### src/hdl/tssf_pkg.sv
package tssf_pkg;

    // Sizing of the cell row and of the column range
    localparam int QUERY_MAX  = 64;
    localparam int COLUMNS    = 1024;
    localparam int CELL_IDX_W = $clog2(QUERY_MAX);

    typedef logic        [7:0]            char_t;
    typedef logic signed [15:0]           row_t;
    typedef logic        [9:0]            col_t;
    typedef logic        [10:0]           ecol_t;
    typedef logic        [15:0]           cnt_t;
    typedef logic        [6:0]            qlen_t;
    typedef logic        [5:0]            slot_t;
    typedef logic        [CELL_IDX_W-1:0] cell_idx_t;

    typedef enum logic [1:0] {
        ACT_LOAD    = 2'd0,
        ACT_TEXT    = 2'd1,
        ACT_RESTART = 2'd2
    } action_t;

    // Broadcast from the input side to every cell
    typedef struct packed {
        logic  text_en;     // text item accepted this cycle
        logic  clr;         // restart item accepted this cycle
        char_t ch;
        logic  row_change;  // row differs from the previous text item
        row_t  row;
        col_t  col;
    } bcast_t;

    // Partial match state handed from one cell to the next
    typedef struct packed {
        logic hit;          // a prefix of the query ends at the newest text item
        logic brk;          // that prefix already crosses one row change
        row_t start_row;
        col_t start_col;
    } link_t;

endpackage

### src/hdl/tssf_cell.sv
module tssf_cell (
    input  logic             aclk,
    input  logic             aresetn,
    input  tssf_pkg::bcast_t bus,
    input  logic             head,      // first cell: no row change before it
    input  logic             q_we,
    input  tssf_pkg::char_t  q_wdata,
    input  tssf_pkg::link_t  link_in,
    output tssf_pkg::link_t  link_out
);

    tssf_pkg::char_t q_reg;
    logic            hit_reg, hit_next;
    logic            brk_reg, brk_next;
    tssf_pkg::row_t  srow_reg, srow_next;
    tssf_pkg::col_t  scol_reg, scol_next;
    logic            chg;

    // Extend the upstream prefix by one character
    always_comb begin
        chg       = bus.row_change & ~head;
        hit_next  = hit_reg;
        brk_next  = brk_reg;
        srow_next = srow_reg;
        scol_next = scol_reg;
        if (bus.clr) begin
            hit_next = 1'b0;
        end else if (bus.text_en) begin
            hit_next  = link_in.hit && (bus.ch == q_reg) && !(link_in.brk && chg);
            brk_next  = link_in.brk | chg;
            srow_next = link_in.start_row;
            scol_next = link_in.start_col;
        end
    end

    always_ff @(posedge aclk) begin
        if (!aresetn) begin
            hit_reg <= 1'b0;
        end else begin
            hit_reg <= hit_next;
        end
    end

    always_ff @(posedge aclk) begin
        brk_reg  <= brk_next;
        srow_reg <= srow_next;
        scol_reg <= scol_next;
        if (q_we) begin
            q_reg <= q_wdata;
        end
    end

    assign link_out = '{hit: hit_reg, brk: brk_reg, start_row: srow_reg,
                        start_col: scol_reg};

endmodule

### src/hdl/text_stream_substring_finder.sv
// Channel  Direction  Handshake           Payload
// s_       in         s_valid / s_ready   action, char_code, query_slot, text_row, text_col
// m_       out        m_valid / m_ready   start_row, start_col, end_row, end_col, match_number
// cfg_     in         cfg_we (no wait)    query_length
//
// A text item updates the cell row at its accept edge and sets the pending
// bit; once the output register is free, cell query_length-1 is selected into
// it. Text items flow at one per cycle while m_ready stays
// high; the single result register between the cell row and m_ is what sets it.
// A held result stalls input only while a selection is pending behind it.
// Reset clears the match flags, counter, pending bit and output valid; the
// query characters stay undefined until loaded.
module text_stream_substring_finder (
    input  logic                  aclk,
    input  logic                  aresetn,
    // query length register
    input  logic                  cfg_we,
    input  tssf_pkg::qlen_t       cfg_wdata,
    // input items
    input  logic                  s_valid,
    output logic                  s_ready,
    input  logic [1:0]            s_action,
    input  tssf_pkg::char_t       s_char_code,
    input  tssf_pkg::slot_t       s_query_slot,
    input  tssf_pkg::row_t        s_text_row,
    input  tssf_pkg::col_t        s_text_col,
    // result items
    output logic                  m_valid,
    input  logic                  m_ready,
    output tssf_pkg::row_t        m_start_row,
    output tssf_pkg::col_t        m_start_col,
    output tssf_pkg::row_t        m_end_row,
    output tssf_pkg::ecol_t       m_end_col,
    output tssf_pkg::cnt_t        m_match_number
);

    // --- config: clamped length, kept as the index of the final cell ---
    tssf_pkg::cell_idx_t sel_reg, sel_next;
    logic                len_nz_reg, len_nz_next;

    always_comb begin
        len_nz_next = len_nz_reg;
        sel_next    = sel_reg;
        if (cfg_we) begin
            len_nz_next = (cfg_wdata != '0);
            if (int'(cfg_wdata) > tssf_pkg::QUERY_MAX) begin
                sel_next = tssf_pkg::cell_idx_t'(tssf_pkg::QUERY_MAX - 1);
            end else begin
                sel_next = tssf_pkg::cell_idx_t'(cfg_wdata - 7'd1);
            end
        end
    end

    // --- input decode ---
    logic              s_acc;
    logic              text_acc, load_acc, restart_acc;
    tssf_pkg::col_t    col_sat;
    tssf_pkg::row_t    last_row_reg, last_row_next;
    tssf_pkg::col_t    last_col_reg, last_col_next;
    tssf_pkg::bcast_t  bus;

    assign s_acc = s_valid && s_ready;

    always_comb begin
        text_acc    = 1'b0;
        load_acc    = 1'b0;
        restart_acc = 1'b0;
        unique case (tssf_pkg::action_t'(s_action))
            tssf_pkg::ACT_LOAD:    load_acc    = s_acc;
            tssf_pkg::ACT_TEXT:    text_acc    = s_acc;
            tssf_pkg::ACT_RESTART: restart_acc = s_acc;
            default: ;  // unused code: item is dropped
        endcase
    end

    // Columns past the row width pin to the last column
    assign col_sat = (int'(s_text_col) >= tssf_pkg::COLUMNS)
                   ? tssf_pkg::col_t'(tssf_pkg::COLUMNS - 1) : s_text_col;

    assign bus = '{text_en: text_acc, clr: restart_acc, ch: s_char_code,
                   row_change: (s_text_row != last_row_reg),
                   row: s_text_row, col: col_sat};

    assign last_row_next = text_acc ? s_text_row : last_row_reg;
    assign last_col_next = text_acc ? col_sat    : last_col_reg;

    // --- cell row: cell k flags a match of query[0..k] ending at the newest text ---
    tssf_pkg::link_t links [tssf_pkg::QUERY_MAX+1];

    // Virtual empty prefix in front of cell 0; starts at the current character
    assign links[0] = '{hit: 1'b1, brk: 1'b0, start_row: s_text_row, start_col: col_sat};

    for (genvar k = 0; k < tssf_pkg::QUERY_MAX; k++) begin : g_cell
        tssf_cell u_cell (
            .aclk     (aclk),
            .aresetn  (aresetn),
            .bus      (bus),
            .head     (k == 0),
            .q_we     (load_acc && (int'(s_query_slot) == k)),
            .q_wdata  (s_char_code),
            .link_in  (links[k]),
            .link_out (links[k+1])
        );
    end

    // --- result stage ---
    logic            pend_reg, pend_next;
    logic            out_free, capture, sel_hit;
    tssf_pkg::link_t sel_link;
    logic            m_valid_reg, m_valid_next;
    tssf_pkg::row_t  srow_reg, srow_next;
    tssf_pkg::col_t  scol_reg, scol_next;
    tssf_pkg::row_t  erow_reg, erow_next;
    tssf_pkg::ecol_t ecol_reg, ecol_next;
    tssf_pkg::cnt_t  num_reg, num_next;
    tssf_pkg::cnt_t  cnt_reg, cnt_next;

    assign out_free = !m_valid_reg || m_ready;
    assign capture  = pend_reg && out_free;
    assign sel_link = links[int'(sel_reg) + 1];
    assign sel_hit  = len_nz_reg && sel_link.hit;
    assign s_ready  = !pend_reg || out_free;

    always_comb begin
        pend_next    = pend_reg;
        m_valid_next = m_valid_reg;
        srow_next    = srow_reg;
        scol_next    = scol_reg;
        erow_next    = erow_reg;
        ecol_next    = ecol_reg;
        num_next     = num_reg;
        cnt_next     = cnt_reg;

        if (capture) begin
            m_valid_next = sel_hit;
            srow_next    = sel_link.start_row;
            scol_next    = sel_link.start_col;
            erow_next    = last_row_reg;
            ecol_next    = {1'b0, last_col_reg} + 11'd1;
            num_next     = cnt_reg;
            if (sel_hit && (cnt_reg != '1)) begin
                cnt_next = cnt_reg + 16'd1;
            end
        end else if (m_ready) begin
            m_valid_next = 1'b0;
        end

        // restart lands after any match selected at the same edge
        if (restart_acc) begin
            cnt_next = '0;
        end

        if (text_acc) begin
            pend_next = 1'b1;
        end else if (out_free) begin
            pend_next = 1'b0;
        end
    end

    always_ff @(posedge aclk) begin
        if (!aresetn) begin
            sel_reg     <= '0;
            len_nz_reg  <= 1'b0;
            pend_reg    <= 1'b0;
            m_valid_reg <= 1'b0;
            cnt_reg     <= '0;
        end else begin
            sel_reg     <= sel_next;
            len_nz_reg  <= len_nz_next;
            pend_reg    <= pend_next;
            m_valid_reg <= m_valid_next;
            cnt_reg     <= cnt_next;
        end
    end

    always_ff @(posedge aclk) begin
        last_row_reg <= last_row_next;
        last_col_reg <= last_col_next;
        srow_reg     <= srow_next;
        scol_reg     <= scol_next;
        erow_reg     <= erow_next;
        ecol_reg     <= ecol_next;
        num_reg      <= num_next;
    end

    assign m_valid        = m_valid_reg;
    assign m_start_row    = srow_reg;
    assign m_start_col    = scol_reg;
    assign m_end_row      = erow_reg;
    assign m_end_col      = ecol_reg;
    assign m_match_number = num_reg;

`ifndef SYNTHESIS
    // A new result only comes out of a pending selection
    a_valid_from_pend: assert property (@(posedge aclk) disable iff (!aresetn)
        $rose(m_valid_reg) |-> $past(pend_reg))
        else $error("result without a pending text item");

    // Input stalls only behind a held result with a selection waiting
    a_stall_cause: assert property (@(posedge aclk) disable iff (!aresetn)
        !s_ready |-> pend_reg && m_valid_reg && !m_ready)
        else $error("input stalled without cause");

    // Match count moves only on a delivered match or a restart
    a_cnt_step: assert property (@(posedge aclk) disable iff (!aresetn)
        (cnt_reg != $past(cnt_reg)) |-> $past(restart_acc) || $past(capture && sel_hit))
        else $error("match count changed unexpectedly");

    // End column is one past a real column
    a_end_col: assert property (@(posedge aclk) disable iff (!aresetn)
        m_valid_reg |-> (ecol_reg != '0))
        else $error("end column is zero");
`endif

endmodule
### config.mk
export PLATFORM = sky130hd
export DESIGN_NAME = text_stream_substring_finder
export DESIGN_NICKNAME = d
export VERILOG_FILES = /design/src/hdl/tssf_pkg.sv /design/src/hdl/tssf_cell.sv /design/src/hdl/text_stream_substring_finder.sv
export SDC_FILE = /design/constraint.sdc
export NUM_CORES = 2
export LEC_CHECK = 0
export BUFFER_PORTS_ARGS = -buffer_cell sky130_fd_sc_hd__buf_2
export CAP_MARGIN = 5
export CORE_UTILIZATION = 56
export DETAILED_ROUTE_END_ITERATION = 8
export GPL_ROUTABILITY_DRIVEN = 1
export HOLD_SLACK_MARGIN = 0.02
export PLACE_DENSITY = 0.82
export SKIP_LAST_GASP = 1
export SYNTH_ARGS = -nofsm -noshare
export SYNTH_HDL_FRONTEND = slang
export SYNTH_SLANG_ARGS = --single-unit
### constraint.sdc
create_clock -name aclk -period 85.3 [get_ports aclk]
set_input_delay 25.59 -clock aclk [delete_from_list [all_inputs] [get_ports aclk]]
set_output_delay 25.59 -clock aclk [all_outputs]
set_load 0.05 [all_outputs]
=== Yosys cells after proc, flatten, opt, wreduce, memory -nomap -nowiden ===
Index checks and enable logic that the tools add are counted.

* Input port bits: 54
* Output and inout bits: 71
* Word-level logic and storage cells: 873
* Flip-flop bits (word level): 2,423

* Magnitude comparators: 2
* Bitwise logic cells: 65
* Equal/unequal tests: 131
* Reduce and logical (&&, ||, !) cells: 329
* Multiplexer cells: 11
* $add $sub $neg: 4

{| class="wikitable"
|+ Operators with widths
! operator !! count
|-
| 8-bit == test || 64
|-
| 1-bit logical AND || 255
|-
| 28-bit binary-select mux with 7-bit select || 1
|-
| 6-bit == test, second input constant || 32
|-
| 6-bit by 5-bit == test with 1-bit output, second input constant || 16
|-
| 1-bit logical NOT || 64
|-
| 1-bit bitwise OR || 62
|-
| 28-bit two-way mux || 2
|-
| 6-bit by 4-bit == test with 1-bit output, second input constant || 8
|-
| 32-bit by 8-bit >= comparator with 1-bit output, second input constant || 1
|-
| 7-bit inverter with 32-bit output || 1
|-
| 6-bit by 3-bit == test with 1-bit output, second input constant || 4
|-
| 16-bit by 1-bit adder with 16-bit output, second input constant || 1
|-
| 16-bit inequality test || 1
|-
| 16-bit inequality test, second input constant || 1
|-
| 6-bit by 2-bit == test with 1-bit output, second input constant || 2
|-
| 10-bit by 1-bit adder with 11-bit output, second input constant || 1
|-
| 6-bit by 1-bit adder with 7-bit output, second input constant || 1
|-
| 7-bit greater-than comparator, second input constant || 1
|-
| 1-bit two-way mux || 7
|-
| 7-bit nonzero test || 1
|-
| 6-bit by 1-bit == test with 1-bit output, second input constant || 1
|-
| 6-bit logical NOT || 1
|-
| 6-bit two-way mux || 1
|-
| other kinds (9) || 13
|}

=== Logic depth before layout (Yosys ltp) ===
* Depth after elaboration: 8
* Gate-level depth with buffers: 13
* Gate-level depth less buffers: 9

=== Modules after synthesis ===
From an unflattened synthesis, not the netlist that was laid out.

* Cell total of the unflattened synthesis: 4,883
* Area, all modules: 98,530.7 um2

{| class="wikitable"
|+ Modules (own cells, without submodules)
! module !! cells an instance !! sequential area each (um2) !! area each (um2) !! instances
|-
| tssf_cell || 56 || 1,071.0 || 1,244.9 || 64
|-
| text_stream_substring_finder || 1,299 || 3,353.2 || 18,854.3 || 1
|}

=== Worst setup path before layout ===
No wires, ideal clock.

* Path kind: input port to flip-flop
* Start point: in m_ready
* End point: reg g_cell[0].u_cell.scol_reg[0], enable pin
* Path slack: 23.469 ns
* Cell stages on the path: 8
* Path buffers: 2
* Data required time: 83.259 ns
* Setup time: 2.041 ns
* Arrival: 59.790 ns
* Cells stage by stage: nor2b_1 nand2_1 nand2_1 nor2_1 nand2_1 clkbuf_1 clkbuf_1 inv_1

* Word-level cells in the longest chain between the ends: 6
* Elaborated cells on any way between the ends: 7
* Classes of those cells: mux (2); bitwise (1); reduce/logical (4)

{| class="wikitable"
|+ RTL lines
! item !! RTL line !! text
|-
| from (decl) || text_stream_substring_finder.sv:29 || <nowiki>input logic m_ready,</nowiki>
|-
| 1-bit logical OR (*) || text_stream_substring_finder.sv:118 || <nowiki>assign out_free = !m_valid_reg || m_ready;</nowiki>
|-
| 1-bit logical OR (*) || text_stream_substring_finder.sv:122 || <nowiki>assign s_ready = !pend_reg || out_free;</nowiki>
|-
| named net s_ready || text_stream_substring_finder.sv:21 || <nowiki>output logic s_ready,</nowiki>
|-
| 1-bit logical AND (*) || text_stream_substring_finder.sv:62 || <nowiki>assign s_acc = s_valid && s_ready;</nowiki>
|-
| 1-bit two-way mux || text_stream_substring_finder.sv:68 || <nowiki>unique case (tssf_pkg::action_t'(s_action))</nowiki>
|-
| 1-bit inverter (no line) || -- ||
|-
| 2-bit AND reduction (no line) (*) || -- ||
|-
| to (signal assigned) || tssf_cell.sv:47 || <nowiki>scol_reg <= scol_next;</nowiki>
|-
| to (decl) || tssf_cell.sv:16 || <nowiki>tssf_pkg::col_t scol_reg, scol_next;</nowiki>
|}

The timed path passes the listed nets; every way through them passes the cells marked *.
A chain may end at the register's enable or synchronous reset.

=== Worst setup path in the final report ===
* Start point: in m_ready
* End point: out s_ready

* Word-level cells in the longest chain between the ends: 2

{| class="wikitable"
|+ RTL lines
! item !! RTL line
|-
| 1-bit logical OR || text_stream_substring_finder.sv:118
|-
| 1-bit logical OR || text_stream_substring_finder.sv:122
|-
| to (decl) || text_stream_substring_finder.sv:21
|}

Every way passes these cells.

==> metrics.txt <==
IO Port Bufs=around 120; Max stage delay on crit path=~0.23 ns; Starting Density=0.5649; hold path depth=0; Clock Sink Count=between 2000 and 2500; CP Launch Type=input pin; DIE AREA=170700 µm²; switching power total=0.5896 mW; Via density=6.498; Final setup viols=0; max_slew headroom=0.2042; RSZ-0062 raised after global routing=no; post-synth net total=between 4000 and 5000; Fillers=roughly 10000; core area=approximately 170000 µm²; share of the synthesized area in the top cell type=0.7400; worst-margin pin slew=around 1.2 ns; max-slew violation count=0; Num CTS Buffers=between 200 and 250; setup TNS=0 ns; CTS tree=built; Horiz. Die Dim=between 400 and 500 µm; maximum number of pins on one net before global-route repair=between 200 and 250; area of the mapped netlist=about 95000 µm²; Post-synth top cells=2333 x edfxtp_1, 526 x mux4_2, 275 x xor2_1, 273 x xnor2_1, 201 x nand3_1; most common cell in the netlist=edfxtp_1; Final nets=roughly 4900; GRT Util Overall=0.2567; final WL=217500 µm; clock latency at the later pin of the worst-skew pair=approximately 0.9 ns; PostCTS Resize Cnt=0; internal power=between 1.5 and 2 mW; setup ws final=roughly 33 ns; num rows=150; yosys warns=0; worst path required time=about 60 ns; Slowest-stage cell, CP=buf_2; DRT antenna net count=0; Seq/Total Area, Yosys=0.7588; DR pass1 iterations=6; Max FO, Critical Path=3; final hold vios=0; Max Freq=between 15 and 20 MHz; max FFs per register=1024; Critical Path AT=approximately 26 ns; EDFF count, synth=roughly 2300; clock power share=0.406; pre-CTS setup slack=between 30 and 40 ns; pwr/cell area=approximately 24 nW/µm²; Reg2Reg Depth=12; max_cap viols=0; Ant. Diodes=0; Mean Syn Cell Area=between 20 and 25 µm²; critical path class=in2out; chip height=between 400 and 500 µm; Max VDD drop=~0.000024 V; Area contributors post-synth=edfxtp_1 74%, mux4_2 13%, xor2_1 2.5%, xnor2_1 2.5%, dfxtp_1 1.9%; setup bufs post-CTS=0; first-pass GRT wire length=around 320000 µm; vias=about 47000; Pleak=~33 nW; Mapped Cells=4674; distinct cell type count after synthesis=60; Tcrit/Tclk final=0.6075; number of global-route vias before repair=~48000; final RePlAce weighted congestion=0.7738; Comb power frac=0.072; Critical Path End Type=output port; I/O pins=approximately 130; Seq pwr share=0.521; DRC Markers=0; Avg WL per Cell=approximately 30 µm; total power=about 2.6 mW; hold buffer count at CTS=0; Layout Skew=approximately 0.083 ns; CP most frequent cell=buf_2; initial antenna violation count=7; asr flop ratio synth=0; sw frac=0.2296; cell taking the most area after synthesis=edfxtp_1; Seq cells post-synth=2422; Post-synth top flop=edfxtp_1; layout cells sized above 1=0.2264; worst reg2reg setup slack=78.35 ns; HPWL Detailed=around 110000 µm; H-tree depth=4; root buffer cell=clkbuf_16; Tmin final=roughly 52 ns; CTS max path bufs=3; clk slew on worst S/H paths=approximately 0.070 ns; area growth from synthesis to layout=11.26%; GRT overflow=0; Worst Hold Class=reg2reg; Cell Chain, Critical Path=buf_2, nor2b_1, nand2_1, buf_2; outcome=finished clean; initial DRC count=around 6100
==> metrics by stage <==
step	utilization	cells	hold WS (ns)	area (µm²)
finish	0.6285	7239	0.4067	105300
global route	0.6285	7239	0.4274	105300
CTS	0.6285	7239	0.4076	105300
detailed placement	0.5833	6816	0.4274	97770
global placement	0.5833	6816	0.4233	97770
floorplan	-	4674	0.4207	94670
==> power by group through the flow <==
stage / Clock, mW / Sequential, mW / Combinational [mW]
finish: 1.04 / 1.34 / 0.186
global route: 1.10 / 1.34 / 0.195
CTS: 1.06 / 1.34 / 0.186
detailed placement: 0 / 1.36 / 0.179
global placement: 0 / 1.36 / 0.174
floorplan: 0 / 1.40 / 0.125
==> kinds of logic (layout without fill, tap and decap cells) <==
family | Yosys count | after routing | share of synthesized area
flops | 2422 | 2422 | 0.7588
simple gates | 694 | 694 | 0.03551
xor+xnor | 549 | 549 | 0.05087
mux | 535 | 535 | 0.1265
buf+inv | 254 | 615 | 0.01119
compound gates | 215 | 215 | 0.01643
fa+ha+maj | 5 | 5 | 0.0006608
==> cells in the final DEF (no fill, tap or decap), types with 5 or more instances in the layout <==
| master | Yosys | final |
|---|---|---|
| a2111oi_0 | 62 | 62 |
| a21oi_1 | 85 | 85 |
| a32o_1 | 26 | 26 |
| and3_1 | 7 | 7 |
| buf_12 | 0 | 9 |
| buf_2 | 55 | 116 |
| buf_4 | 4 | 61 |
| bufinv_16 | 0 | 27 |
| clkbuf_1 | 139 | 43 |
| clkbuf_16 | 0 | 226 |
| clkbuf_8 | 0 | 6 |
| clkinv_1 | 0 | 38 |
| clkinv_16 | 0 | 6 |
| clkinv_2 | 0 | 50 |
| clkinvlp_4 | 0 | 14 |
| dfxtp_1 | 89 | 88 |
| edfxtp_1 | 2333 | 2333 |
| inv_1 | 6 | 5 |
| mux2i_1 | 5 | 5 |
| mux4_2 | 526 | 526 |
| nand2_1 | 160 | 159 |
| nand3_1 | 201 | 200 |
| nand4_1 | 17 | 17 |
| nor2_1 | 141 | 141 |
| nor3_1 | 6 | 6 |
| nor4_1 | 68 | 68 |
| o21ai_0 | 11 | 11 |
| o31ai_1 | 9 | 9 |
| or2_2 | 62 | 62 |
| or3_1 | 5 | 5 |
| or4_1 | 9 | 9 |
| xnor2_1 | 273 | 270 |
| xor2_1 | 275 | 272 |
==> routing by layer <==
| metal | vias up | share of wire | track usage |
|---|---|---|---|
| li1 | 19197 | - | - |
| met1 | 24322 | 0.37 | 0.3407 |
| met2 | 2960 | 0.50 | 0.4218 |
| met3 | 554 | 0.089 | 0.04857 |
| met4 | 8 | 0.042 | 0.1032 |
| met5 | - | 0.00023 | 0 |
==> worst paths after layout <==
check / end / startpoint
max: s_ready / m_ready
min: g_cell[16].u_cell.scol_reg[2]$_DFFE_PP_ / g_cell[15].u_cell.scol_reg[2]$_DFFE_PP_
max reg2reg: g_cell[57].u_cell.srow_reg[5]$_DFFE_PP_ / m_valid$_SDFFE_PN0P_
min reg2reg: g_cell[16].u_cell.scol_reg[2]$_DFFE_PP_ / g_cell[15].u_cell.scol_reg[2]$_DFFE_PP_
==> worst max-delay path, delay by kind of cell <==
kind                   cells  cell delay [ns]
AND/OR/NAND/NOR            2             0.30
buffers and inverters      2             0.34
==> layout make-up <==
type	count	area (µm²)	share of cell area
clock buffer	275	5899	0.05601
clock inverter	148	1669	0.01585
inverter	6	30.03	0.0002851
multi-input combinational	1998	21920	0.2081
sequential	2422	71840	0.6820
tap	2204	2758	0.02618
timing repair buffer	186	1219	0.01157
No activity file was read; power rests on OpenSTA's default activity.
